### src/rtl/core/urs_pkg.sv
package urs_pkg;

   localparam int NUM_SENSORS = 3;
   localparam int TICK_W      = 8;
   localparam int DIST_W      = 10;
   localparam int STAMP_W     = 16;
   localparam int PERIOD_W    = 4;
   localparam int CSR_IDX_W   = 3;
   localparam int CSR_DATA_W  = 10;

   // command codes
   localparam logic CMD_TICK = 1'b0;
   localparam logic CMD_ECHO = 1'b1;

   // register indexes
   localparam logic [CSR_IDX_W-1:0] CSR_TICKS_PER_SLOT = 3'd0;
   localparam logic [CSR_IDX_W-1:0] CSR_WARN_DISTANCE  = 3'd1;
   localparam logic [CSR_IDX_W-1:0] CSR_MAX_DISTANCE   = 3'd2;
   localparam logic [CSR_IDX_W-1:0] CSR_PERIOD_MIN     = 3'd3;
   localparam logic [CSR_IDX_W-1:0] CSR_PERIOD_MAX     = 3'd4;

   // register reset values
   localparam logic [TICK_W-1:0]   RST_TICKS_PER_SLOT = 8'd5;
   localparam logic [DIST_W-1:0]   RST_WARN_DISTANCE  = 10'd40;
   localparam logic [DIST_W-1:0]   RST_MAX_DISTANCE   = 10'd380;
   localparam logic [PERIOD_W-1:0] RST_PERIOD_MIN     = 4'd1;
   localparam logic [PERIOD_W-1:0] RST_PERIOD_MAX     = 4'd4;

   // echo time to cm: x/116 = (x * 36158) >> 22, exact for 16-bit x
   localparam logic [15:0] ECHO_RECIP       = 16'd36158;
   localparam int          ECHO_RECIP_SHIFT = 22;
   // distance/10 = (d * 820) >> 13, exact for 10-bit d
   localparam logic [9:0]  TEN_RECIP        = 10'd820;
   localparam int          TEN_RECIP_SHIFT  = 13;

   typedef logic [DIST_W-1:0] dist_type;
   typedef dist_type [NUM_SENSORS-1:0] dist_vec_type;

   typedef struct packed {
      logic [TICK_W-1:0]   ticks_per_slot;
      logic [DIST_W-1:0]   warn_distance;
      logic [DIST_W-1:0]   max_valid_distance;
      logic [PERIOD_W-1:0] alarm_period_min;
      logic [PERIOD_W-1:0] alarm_period_max;
   } cfg_type;

   typedef struct packed {
      logic               command;
      logic [1:0]         echo_channel;
      logic [STAMP_W-1:0] timer_stamp;
   } req_word_type;

   typedef struct packed {
      logic       fire;
      logic [1:0] sensor;
   } arm_type;

   typedef struct packed {
      logic buzzer;
      logic lamp;
      logic flag;
   } alarm_type;

   typedef struct packed {
      logic [1:0]   trigger_channel;
      dist_vec_type distance;
      alarm_type    alarm;
   } rsp_word_type;

endpackage

### src/rtl/core/urs_if.sv
interface urs_req_if;
   logic        valid;
   logic        ready;
   logic        command;
   logic [1:0]  echo_channel;
   logic [15:0] timer_stamp;

   modport source (output valid, command, echo_channel, timer_stamp, input ready);
   modport sink   (input valid, command, echo_channel, timer_stamp, output ready);
endinterface

interface urs_rsp_if;
   logic       valid;
   logic       ready;
   logic [1:0] trigger_channel;
   logic [9:0] distance_first;
   logic [9:0] distance_second;
   logic [9:0] distance_third;
   logic       buzzer_on;
   logic       lamp_off;
   logic       alarm_active;

   modport source (output valid, trigger_channel, distance_first, distance_second,
                   distance_third, buzzer_on, lamp_off, alarm_active, input ready);
   modport sink   (input valid, trigger_channel, distance_first, distance_second,
                   distance_third, buzzer_on, lamp_off, alarm_active, output ready);
endinterface

interface urs_csr_if;
   logic       valid;
   logic       ready;
   logic [2:0] index;
   logic [9:0] data;

   modport source (output valid, index, data, input ready);
   modport sink   (input valid, index, data, output ready);
endinterface

### src/rtl/core/urs_csr.sv
module urs_csr (
   input  logic                         clock,
   input  logic                         reset,
   input  logic                         wr_en,
   input  logic [urs_pkg::CSR_IDX_W-1:0]  wr_index,
   input  logic [urs_pkg::CSR_DATA_W-1:0] wr_data,
   output urs_pkg::cfg_type             cfg
);
   import urs_pkg::*;

   cfg_type cfg_ff;
   cfg_type cfg_in;

   always_comb begin
      cfg_in = cfg_ff;
      if (wr_en) begin
         unique case (wr_index)
            CSR_TICKS_PER_SLOT: cfg_in.ticks_per_slot     = wr_data[TICK_W-1:0];
            CSR_WARN_DISTANCE:  cfg_in.warn_distance      = wr_data[DIST_W-1:0];
            CSR_MAX_DISTANCE:   cfg_in.max_valid_distance = wr_data[DIST_W-1:0];
            CSR_PERIOD_MIN:     cfg_in.alarm_period_min   = wr_data[PERIOD_W-1:0];
            CSR_PERIOD_MAX:     cfg_in.alarm_period_max   = wr_data[PERIOD_W-1:0];
            default: ;
         endcase
      end
   end

   always_ff @(posedge clock) begin
      if (reset) begin
         cfg_ff.ticks_per_slot     <= RST_TICKS_PER_SLOT;
         cfg_ff.warn_distance      <= RST_WARN_DISTANCE;
         cfg_ff.max_valid_distance <= RST_MAX_DISTANCE;
         cfg_ff.alarm_period_min   <= RST_PERIOD_MIN;
         cfg_ff.alarm_period_max   <= RST_PERIOD_MAX;
      end else begin
         cfg_ff <= cfg_in;
      end
   end

   assign cfg = cfg_ff;

endmodule

### src/rtl/core/urs_echo.sv
module urs_echo (
   input  logic                        clock,
   input  logic                        reset,
   input  logic                        step_echo,
   input  logic [1:0]                  echo_channel,
   input  logic [urs_pkg::STAMP_W-1:0] timer_stamp,
   input  urs_pkg::arm_type            arm,
   input  logic [urs_pkg::DIST_W-1:0]  max_valid_distance,
   output urs_pkg::dist_vec_type       dist_cur,
   output urs_pkg::dist_vec_type       dist_next
);
   import urs_pkg::*;

   logic [1:0]                   armed_ff, armed_in;
   logic [NUM_SENSORS-1:0]       seen_ff, seen_in;
   logic [STAMP_W-1:0]           start_ff [NUM_SENSORS];
   logic [STAMP_W-1:0]           start_in [NUM_SENSORS];
   dist_vec_type                 dist_ff, dist_in;

   logic                         ch_ok;
   logic                         hit;
   logic [STAMP_W-1:0]           start_sel;
   logic [STAMP_W-1:0]           diff;
   logic [2*STAMP_W-1:0]         prod;
   logic [DIST_W-1:0]            meas;

   assign ch_ok     = (echo_channel != 2'd3);
   assign hit       = ch_ok && (armed_ff == (echo_channel + 2'd1));
   assign start_sel = ch_ok ? start_ff[echo_channel] : '0;
   assign diff      = timer_stamp - start_sel;
   assign prod      = diff * ECHO_RECIP;
   assign meas      = prod[ECHO_RECIP_SHIFT +: DIST_W];

   always_comb begin
      armed_in = armed_ff;
      seen_in  = seen_ff;
      start_in = start_ff;
      dist_in  = dist_ff;
      if (arm.fire) begin
         armed_in = arm.sensor;
      end else if (step_echo && hit) begin
         if (!seen_ff[echo_channel]) begin
            start_in[echo_channel] = timer_stamp;
            seen_in[echo_channel]  = 1'b1;
         end else begin
            // drop readings beyond the limit, keep the old distance
            if (meas <= max_valid_distance) begin
               dist_in[echo_channel] = meas;
            end
            seen_in[echo_channel] = 1'b0;
            armed_in              = 2'd0;
         end
      end
   end

   always_ff @(posedge clock) begin
      if (reset) begin
         armed_ff <= 2'd1;
         seen_ff  <= '0;
         dist_ff  <= '0;
         for (int i = 0; i < NUM_SENSORS; i++) begin
            start_ff[i] <= '0;
         end
      end else begin
         armed_ff <= armed_in;
         seen_ff  <= seen_in;
         start_ff <= start_in;
         dist_ff  <= dist_in;
      end
   end

   assign dist_cur  = dist_ff;
   assign dist_next = dist_in;

endmodule

### src/rtl/core/urs_sched.sv
module urs_sched (
   input  logic                       clock,
   input  logic                       reset,
   input  logic                       step_tick,
   input  urs_pkg::cfg_type           cfg,
   input  logic [urs_pkg::DIST_W-1:0] dist_first,
   output urs_pkg::arm_type           arm,
   output urs_pkg::alarm_type         alarm_next
);
   import urs_pkg::*;

   logic [TICK_W-1:0]   tick_ff, tick_in;
   logic [1:0]          slot_ff, slot_in;
   logic [PERIOD_W-1:0] count_ff, count_in;
   alarm_type           alarm_ff, alarm_in;

   logic [TICK_W-1:0]   tick_inc;
   logic                fire;
   logic [19:0]         prod;
   logic [6:0]          period_raw;
   logic [6:0]          period_lo;
   logic [6:0]          period;
   logic [PERIOD_W-1:0] count_inc;
   logic                near;

   assign tick_inc   = tick_ff + 8'd1;
   assign fire       = step_tick && (tick_inc >= cfg.ticks_per_slot);

   // period = distance/10 + 1, min clamp first so max wins on a crossing
   assign prod       = dist_first * TEN_RECIP;
   assign period_raw = prod[TEN_RECIP_SHIFT +: 7] + 7'd1;
   assign period_lo  = (period_raw <= {3'd0, cfg.alarm_period_min}) ?
                       {3'd0, cfg.alarm_period_min} : period_raw;
   assign period     = (period_lo >= {3'd0, cfg.alarm_period_max}) ?
                       {3'd0, cfg.alarm_period_max} : period_lo;
   assign near       = (dist_first <= cfg.warn_distance);
   assign count_inc  = count_ff + 4'd1;

   always_comb begin
      tick_in  = tick_ff;
      slot_in  = slot_ff;
      count_in = count_ff;
      alarm_in = alarm_ff;
      if (step_tick) begin
         tick_in = tick_inc;
      end
      if (fire) begin
         tick_in        = '0;
         slot_in        = (slot_ff >= 2'd3) ? 2'd1 : slot_ff + 2'd1;
         alarm_in.flag  = near;
         if (near) begin
            count_in = count_inc;
            if ({3'd0, count_inc} >= period) begin
               alarm_in.buzzer = ~alarm_ff.buzzer;
               alarm_in.lamp   = ~alarm_ff.lamp;
               count_in        = '0;
            end
         end else begin
            alarm_in.buzzer = 1'b0;
            alarm_in.lamp   = 1'b1;
         end
      end
   end

   always_ff @(posedge clock) begin
      if (reset) begin
         tick_ff         <= '0;
         slot_ff         <= 2'd1;
         count_ff        <= '0;
         alarm_ff.buzzer <= 1'b0;
         alarm_ff.lamp   <= 1'b1;
         alarm_ff.flag   <= 1'b0;
      end else begin
         tick_ff  <= tick_in;
         slot_ff  <= slot_in;
         count_ff <= count_in;
         alarm_ff <= alarm_in;
      end
   end

   assign arm.fire    = fire;
   assign arm.sensor  = slot_in;
   assign alarm_next  = alarm_in;

endmodule

### src/rtl/core/ultrasonic_ranging_scheduler_alarm_top.sv
// A word accepted on req_ch passes the input register, then the update logic
// into the result register, before it shows on rsp_ch.
// Throughput: one word per cycle unless rsp_ch stalls; divides by 116 and 10
// are constant reciprocal multiplies, so the state update is combinational.
// Reset is synchronous and active high; it empties both registers and loads
// the power-up state and register defaults.
module ultrasonic_ranging_scheduler_alarm_top (
   input  logic       clock,
   input  logic       reset,
   urs_req_if.sink    req_ch,
   urs_rsp_if.source  rsp_ch,
   urs_csr_if.sink    csr_ch
);
   import urs_pkg::*;

   cfg_type       cfg;
   req_word_type  in_word_ff, in_word_in;
   logic          in_valid_ff, in_valid_in;
   rsp_word_type  out_word_ff, out_word_in;
   logic          out_valid_ff, out_valid_in;
   logic          adv;
   logic          step_tick;
   logic          step_echo;
   arm_type       arm;
   alarm_type     alarm_next;
   dist_vec_type  dist_cur, dist_next;

   assign adv       = in_valid_ff && (!out_valid_ff || rsp_ch.ready);
   assign step_tick = adv && (in_word_ff.command == CMD_TICK);
   assign step_echo = adv && (in_word_ff.command == CMD_ECHO);

   assign req_ch.ready = !in_valid_ff || adv;
   assign csr_ch.ready = 1'b1;

   urs_csr u_csr (
      .clock    (clock),
      .reset    (reset),
      .wr_en    (csr_ch.valid),
      .wr_index (csr_ch.index),
      .wr_data  (csr_ch.data),
      .cfg      (cfg)
   );

   urs_sched u_sched (
      .clock      (clock),
      .reset      (reset),
      .step_tick  (step_tick),
      .cfg        (cfg),
      .dist_first (dist_cur[0]),
      .arm        (arm),
      .alarm_next (alarm_next)
   );

   urs_echo u_echo (
      .clock              (clock),
      .reset              (reset),
      .step_echo          (step_echo),
      .echo_channel       (in_word_ff.echo_channel),
      .timer_stamp        (in_word_ff.timer_stamp),
      .arm                (arm),
      .max_valid_distance (cfg.max_valid_distance),
      .dist_cur           (dist_cur),
      .dist_next          (dist_next)
   );

   always_comb begin
      in_valid_in = in_valid_ff;
      in_word_in  = in_word_ff;
      if (req_ch.valid && req_ch.ready) begin
         in_valid_in             = 1'b1;
         in_word_in.command      = req_ch.command;
         in_word_in.echo_channel = req_ch.echo_channel;
         in_word_in.timer_stamp  = req_ch.timer_stamp;
      end else if (adv) begin
         in_valid_in = 1'b0;
      end
   end

   always_comb begin
      out_valid_in = out_valid_ff;
      out_word_in  = out_word_ff;
      if (adv) begin
         out_valid_in                = 1'b1;
         out_word_in.trigger_channel = arm.fire ? arm.sensor : 2'd0;
         out_word_in.distance        = dist_next;
         out_word_in.alarm           = alarm_next;
      end else if (rsp_ch.ready) begin
         out_valid_in = 1'b0;
      end
   end

   always_ff @(posedge clock) begin
      if (reset) begin
         in_valid_ff  <= 1'b0;
         out_valid_ff <= 1'b0;
      end else begin
         in_valid_ff  <= in_valid_in;
         out_valid_ff <= out_valid_in;
      end
   end

   // hold payload until the next word moves in
   always_ff @(posedge clock) begin
      in_word_ff  <= in_word_in;
      out_word_ff <= out_word_in;
   end

   assign rsp_ch.valid           = out_valid_ff;
   assign rsp_ch.trigger_channel = out_word_ff.trigger_channel;
   assign rsp_ch.distance_first  = out_word_ff.distance[0];
   assign rsp_ch.distance_second = out_word_ff.distance[1];
   assign rsp_ch.distance_third  = out_word_ff.distance[2];
   assign rsp_ch.buzzer_on       = out_word_ff.alarm.buzzer;
   assign rsp_ch.lamp_off        = out_word_ff.alarm.lamp;
   assign rsp_ch.alarm_active    = out_word_ff.alarm.flag;

endmodule
### src/flat_wrapper.sv
// flat-port wrapper written by rule: the top's interface ports become plain ports
module ultrasonic_ranging_scheduler_alarm_top_flat import urs_pkg::*;
  (clock, reset, req_ch_valid, req_ch_command, req_ch_echo_channel, req_ch_timer_stamp, req_ch_ready, rsp_ch_valid, rsp_ch_trigger_channel, rsp_ch_distance_first, rsp_ch_distance_second, rsp_ch_distance_third, rsp_ch_buzzer_on, rsp_ch_lamp_off, rsp_ch_alarm_active, rsp_ch_ready, csr_ch_valid, csr_ch_index, csr_ch_data, csr_ch_ready);
  urs_req_if req_ch_i ();
  urs_rsp_if rsp_ch_i ();
  urs_csr_if csr_ch_i ();
  input  logic clock;
  input  logic reset;
  input wire logic [$bits(req_ch_i.valid)-1:0] req_ch_valid;
  input wire logic [$bits(req_ch_i.command)-1:0] req_ch_command;
  input wire logic [$bits(req_ch_i.echo_channel)-1:0] req_ch_echo_channel;
  input wire logic [$bits(req_ch_i.timer_stamp)-1:0] req_ch_timer_stamp;
  output wire logic [$bits(req_ch_i.ready)-1:0] req_ch_ready;
  output wire logic [$bits(rsp_ch_i.valid)-1:0] rsp_ch_valid;
  output wire logic [$bits(rsp_ch_i.trigger_channel)-1:0] rsp_ch_trigger_channel;
  output wire logic [$bits(rsp_ch_i.distance_first)-1:0] rsp_ch_distance_first;
  output wire logic [$bits(rsp_ch_i.distance_second)-1:0] rsp_ch_distance_second;
  output wire logic [$bits(rsp_ch_i.distance_third)-1:0] rsp_ch_distance_third;
  output wire logic [$bits(rsp_ch_i.buzzer_on)-1:0] rsp_ch_buzzer_on;
  output wire logic [$bits(rsp_ch_i.lamp_off)-1:0] rsp_ch_lamp_off;
  output wire logic [$bits(rsp_ch_i.alarm_active)-1:0] rsp_ch_alarm_active;
  input wire logic [$bits(rsp_ch_i.ready)-1:0] rsp_ch_ready;
  input wire logic [$bits(csr_ch_i.valid)-1:0] csr_ch_valid;
  input wire logic [$bits(csr_ch_i.index)-1:0] csr_ch_index;
  input wire logic [$bits(csr_ch_i.data)-1:0] csr_ch_data;
  output wire logic [$bits(csr_ch_i.ready)-1:0] csr_ch_ready;
  assign req_ch_i.valid = req_ch_valid;
  assign req_ch_i.command = req_ch_command;
  assign req_ch_i.echo_channel = req_ch_echo_channel;
  assign req_ch_i.timer_stamp = req_ch_timer_stamp;
  assign req_ch_ready = req_ch_i.ready;
  assign rsp_ch_valid = rsp_ch_i.valid;
  assign rsp_ch_trigger_channel = rsp_ch_i.trigger_channel;
  assign rsp_ch_distance_first = rsp_ch_i.distance_first;
  assign rsp_ch_distance_second = rsp_ch_i.distance_second;
  assign rsp_ch_distance_third = rsp_ch_i.distance_third;
  assign rsp_ch_buzzer_on = rsp_ch_i.buzzer_on;
  assign rsp_ch_lamp_off = rsp_ch_i.lamp_off;
  assign rsp_ch_alarm_active = rsp_ch_i.alarm_active;
  assign rsp_ch_i.ready = rsp_ch_ready;
  assign csr_ch_i.valid = csr_ch_valid;
  assign csr_ch_i.index = csr_ch_index;
  assign csr_ch_i.data = csr_ch_data;
  assign csr_ch_ready = csr_ch_i.ready;
  ultrasonic_ranging_scheduler_alarm_top u_core (.clock(clock), .reset(reset), .req_ch(req_ch_i), .rsp_ch(rsp_ch_i), .csr_ch(csr_ch_i));
endmodule
### config.mk
export PLATFORM = sky130hd
export DESIGN_NAME = ultrasonic_ranging_scheduler_alarm_top_flat
export DESIGN_NICKNAME = d
export VERILOG_FILES = /design/src/rtl/core/urs_pkg.sv /design/src/rtl/core/urs_if.sv /design/src/rtl/core/urs_csr.sv /design/src/rtl/core/urs_echo.sv /design/src/rtl/core/urs_sched.sv /design/src/rtl/core/ultrasonic_ranging_scheduler_alarm_top.sv /design/src/flat_wrapper.sv
export SDC_FILE = /design/constraint.sdc
export NUM_CORES = 1
export LEC_CHECK = 0
export ABC_AREA = 0
export BUFFER_PORTS_ARGS = -buffer_cell sky130_fd_sc_hd__buf_2
export CELL_PAD_IN_SITES_DETAIL_PLACEMENT = 1
export CELL_PAD_IN_SITES_GLOBAL_PLACEMENT = 1
export CORE_ASPECT_RATIO = 0.6
export CORE_UTILIZATION = 44
export DETAILED_ROUTE_END_ITERATION = 8
export GPL_ROUTABILITY_DRIVEN = 0
export PLACE_DENSITY = 0.76
export REMOVE_ABC_BUFFERS = 1
export SLEW_MARGIN = 10
export SYNTH_ARGS = -nofsm -noshare
export SYNTH_HDL_FRONTEND = slang
export SYNTH_SLANG_ARGS = --single-unit
### constraint.sdc
create_clock -name clock -period 10.6 [get_ports clock]
set_clock_uncertainty 0.2 [all_clocks]
set_input_delay 0.53 -clock clock [delete_from_list [all_inputs] [get_ports clock]]
set_output_delay 0.53 -clock clock [all_outputs]
set_load 0.01 [all_outputs]
=== After elaboration in Yosys (flattened, before gate mapping) ===
Index checks and enable logic that the tools add are counted.

* Register bits: 192
* Bits in latches: 0
* RAM bits: 0
* ROM bits: 0
* Input bits: 37
* Output and inout port bits: 38
* Logic and storage cells: 127
* Memories: 0

* Add/sub/neg operators: 6
* $mul: 2
* Div/mod/pow operators: 0
* Order comparisons: 11
* Eq/ne operators: 6
* Shifts and indexed selects: 0
* Muxes and demuxes: 34
* Bitwise logic cells: 9
* Reduce and logical (&&, ||, !) cells: 28

{| class="wikitable"
|+ Operator list
! cell !! count
|-
| $mux 30 || 4
|-
| $mux 16 || 4
|-
| $bwmux 48 || 1
|-
| $bmux 16 s2 || 1
|-
| $demux 16 s2 || 1
|-
| $mul 16x15->31 const B || 1
|-
| $bwmux 30 || 1
|-
| $demux 10 s2 || 1
|-
| $le 10x10->1 || 2
|-
| $mul 10x8->18 const B || 1
|-
| $reduce_and 2->1 || 8
|-
| $sub 16x16->16 || 1
|-
| $mux 2 || 7
|-
| $mux 7 || 2
|-
| $mux 10 || 1
|-
| $logic_and 1x1->1 || 9
|-
| $add 8x1->8 const B || 1
|-
| $ge 8x8->1 || 1
|-
| $reduce_bool 2->1 || 4
|-
| $add 7x1->7 const B || 1
|-
| $ge 4x7->1 || 1
|-
| $ge 7x4->1 || 1
|-
| $le 7x4->1 || 1
|-
| $eq 3x2->1 const B || 2
|-
| 26 further kinds || 39
|}

=== Longest topological paths before layout ===
* Depth after elaboration: 12
* Gate-level depth with buffers: 49
* Gate-level depth less buffers: 46

=== Modules after synthesis ===
A second synthesis with hierarchy kept.

* Cell total of the unflattened synthesis: 1,730
* Area total of the unflattened synthesis: 16,145.5 µm²

{| class="wikitable"
|+ By module, submodules not included
! module !! times used !! cells an instance !! area an instance (µm²) !! seq. area each (µm²)
|-
| urs_echo || 1 || 1,124 || 9,432.8 || 1,661.6
|-
| urs_sched || 1 || 392 || 3,458.3 || 340.3
|-
| ultrasonic_ranging_scheduler_alarm_top || 1 || 70 || 1,760.4 || 1,661.6
|-
| urs_csr || 1 || 144 || 1,493.9 || 720.7
|}

=== Least setup slack after synthesis ===
No wires, ideal clock.

* Path type: register -> register
* Start: register u_core.in_word_ff[16] in the netlist's numbering
* End: register u_core.out_word_ff (netlist bit u_core.rsp_ch.distance_second[0]), data pin
* Library setup time: 0.262 ns
* Arrival time: 10.765 ns
* Data required time: 10.138 ns
* Setup slack: -0.627 ns
* Stages on the path, launching flop included: 46
* Buffers on the path: 3
* Clock period less this slack: 11.227 ns
* Cell sequence: edfxtp_1 > buf_1 > buf_1 > mux2i_1 > nor2_1 > a21oi_1 > nor2_1 > ha_1 > inv_1 > fa_1 > a21o_1 > a21oi_1 > o21bai_1 > a211o_1 > nand3_1 > a31oi_1 > a21o_1 > a21oi_1 > [... 10 more ...] > inv_1 > ha_1 > a21oi_1 > a2bb2oi_1 > a21oi_1 > a311oi_2 > a21oi_1 > o2111ai_1 > a31oi_1 > or3_1 > and2_1 > ha_1 > nand3_1 > or4_1 > a21oi_1 > and3_1 > buf_2 > mux2_2

{| class="wikitable"
|+ RTL lines
! element !! RTL line !! text
|-
| start, declared || ultrasonic_ranging_scheduler_alarm_top.sv:17 || <nowiki>req_word_type in_word_ff, in_word_in;</nowiki>
|-
| start signal, assigned || ultrasonic_ranging_scheduler_alarm_top.sv:104 || <nowiki>in_word_ff <= in_word_in;</nowiki>
|-
| end signal, assigned || ultrasonic_ranging_scheduler_alarm_top.sv:105 || <nowiki>out_word_ff <= out_word_in;</nowiki>
|-
| end, declared || ultrasonic_ranging_scheduler_alarm_top.sv:19 || <nowiki>rsp_word_type out_word_ff, out_word_in;</nowiki>
|}

==> metrics.txt <==
pwr dens=339.0 mW/mm2; EDFF count, synth=54; Area Growth Syn to Fin=18.61%; Tcrit/Tclk final=1.016; Die Height=144.2 um; IO Count=75; final setup fails=54; diodes inserted=0; XOR/XNOR Fraction of Synth Area=0.03360; Leakage=8.256 nW; Slew HR=0.1535; Avg Cell Area, Syn=9.362 um2; peak supply drop=0.2624 mV; Die W=238.9 um; GRT Total Usage=0.2488; hpwl dp=32,840 um; PnR worst setup slack=-168.1 ps; register area share after synthesis=0.2958; Synth Flop Type=dfxtp_1; crit path capture type=flip-flop; failing checks=negative setup slack; Max Slew Vio Count=0; H-tree depth=4; row count=51; Slew @ Worst Pin=1265 ps; hold path start=req_ch_timer_stamp[15]; first-pass GRT wire length=65,740 um; startpoint types=flip-flop; core area=0.03280 mm2; number of buffers added on ports=73; largest family of logic cells by synthesized area=adder cells; Initial Util=0.4519; compound-gate portion of the synthesized area=0.09464; drt pass-1 iters=5; Simple-Gate Fraction of Synth Area=0.1339; Worst Hold Class=in -> reg; DRC=0; critical path type=reg -> reg; mux cell area share after synthesis=0.04322; Routed Antenna Nets=0; post-synthesis cell count=1,583; Critical path origin=u_core.in_word_ff[16]; most frequent cells in the layout=242 x inv_1, 219 x ha_1, 193 x nand2_1, 138 x dfxtp_1, 124 x a21oi_1; synthesized cell area=0.01482 mm2; # Max-Cap Violations=0; Slowest-stage cell, CP=fa_1; Worst R2R Start=u_core.in_word_ff[16]; Total Routed Length=43,510 um; post-synthesis register bit count=192; vias per inst=5.309; die area=0.03444 mm2; Starting DRT DRC Count=552; Fill cells=3,763; pin count of the biggest net entering global routing=69; RSZ-0062 raised after global routing=yes; worst-path fanout max=6; CTS Hold Bufs=0; status=complete, but fails checks; CP Data Required Time=10,720 ps; total vias in the final route=11,615; Clk Latency, worst-skew pair=460 ps; Synth cell types=71; drt wl/cell=19.88 um; clock buffers created by TritonCTS=17; fin cells=2,188; Post-layout nets=2,088; Final Hold Vio Count=0; fraction of layout cells with a size suffix above 1=0.1945; clk sinks=192; register area=0.004384 mm2; Post-Synth Adder-Cell Area=0.3249; multi-input logic area=0.009985 mm2; total grt overflow=0; antenna violations before repair=0; CP Data Arrival Time=10,890 ps; dpl ws=-705.7 ps; Setup TNS=-5569 ps; ys async rst share=0; CTS tree=done; dpl cells=2,134; maximum clock insertion buffer count=2; clock root buffer=clkbuf_16; crit path time final=10,770 ps; FMAX=0.09287 GHz; synth warn=0; commonest non-fill, non-tap cell in the layout=inv_1; CP peak stage delay=630 ps; Worst-path clk slew=80 ps; vias in the first global route=11,949
## sequential cells by signal (all words and copies together), names as in the netlist, 8 cells and up, named ones only
register and cells:
u_core.u_echo.start_ff 48, u_core.u_csr.cfg 36, u_core.u_echo.dist_cur 30, u_core.in_word_ff 19, u_core.rsp_ch.distance_first 10, u_core.rsp_ch.distance_second 10, u_core.rsp_ch.distance_third 10, u_core.u_sched.tick_ff 8
## kinds of logic (layout without fill, tap and decap cells)
kind of cell / count (synthesis) / in the layout
flops: 192 / 192
simple gates: 426 / 426
mux: 60 / 60
buf+inv: 289 / 444
other cells: 1 / 1
compound gates: 233 / 233
xor+xnor: 56 / 56
fa+ha+maj: 326 / 326
## routing by layer
metal,part of all wire,vias to the layer above,wire (um),global-route usage
li1,-,5511,-,-
met1,0.49,5764,21380,0.3625
met2,0.43,283,18630,0.3681
met3,0.065,57,2808,0.06528
met4,0.016,0,693,0.05094
met5,0,-,0,0
## power breakdown
group | leakage (nW) | switching [mW] | internal (mW)
clock network | 0.289 | 0.323 | 0.337
logic | 6.34 | 2.55 | 1.97
registers | 1.63 | 0.0129 | 0.768
total | 8.26 | 2.88 | 3.07
## cell usage after synthesis (all sizes together), types with 10 or more instances
library cell | instances | share of area
o21ai | 21 | 0.0071
clkbuf | 33 | 0.0084
fa | 98 | 0.13
nor2 | 73 | 0.019
or2 | 20 | 0.0084
mux2i | 31 | 0.021
xor2 | 27 | 0.016
nand3 | 30 | 0.010
inv | 249 | 0.063
edfxtp | 54 | 0.11
a21o | 16 | 0.0081
mux2 | 29 | 0.022
xnor2 | 29 | 0.018
o211ai | 12 | 0.0061
ha | 228 | 0.19
or3 | 10 | 0.0046
a21oi | 136 | 0.046
dfxtp | 138 | 0.19
nor3 | 12 | 0.0052
nor2b | 35 | 0.015
and3 | 12 | 0.0054
nand2 | 200 | 0.051
## area by class of cell
type,count,share of cell area
multi-input cells,1102,0.5680
repair buffers,162,0.06321
well taps,450,0.03203
clock inverters,14,0.009538
clock buffers,18,0.02441
inverters,250,0.05338
flip-flops and latches,192,0.2494
## worst paths after layout
kind / end / slack, ps / depth (start not counted)
worst max-delay path: u_core.u_echo.dist_cur[19] / -170 / 46
worst max register to register: u_core.u_echo.dist_cur[19] / -170 / 46
worst min register to register: u_core.u_echo.start_ff[45] / 260 / 2
worst min-delay path: u_core.in_word_ff[15] / 40 / 1
## metrics by stage
step                utilization  cell area (um2)  power (mW)  hold WS, ps
floorplan                     -            14670       3.022        229.6
global placement         0.4913            16110       4.076        240.7
detailed placement       0.4913            16110       4.297        247.2
CTS                      0.5152            16900       5.198        17.24
global route             0.5359            17580       6.462        19.40
finish                   0.5359            17580       5.958        38.62
## repair_timing
action / 4_1_cts / 5_1_grt
cloned: 0 / 1
endpoints found under the setup margin: 60 / 60
gates resized for setup: 36 / 115
pin swaps: 20 / 67
buffers inserted: 5 / 17
## critical path: cells and delay by family (launching register included)
family	cells	cell delay, ps
AO/OA/AOI/OAI	16	2690
XOR/XNOR	1	150
adder cells (fa/ha/maj)	9	3860
buffers and inverters	8	820
flip-flops	1	390
multiplexers	2	420
AND/OR/NAND/NOR	10	2080
No activity file was read; power rests on OpenSTA's default activity.
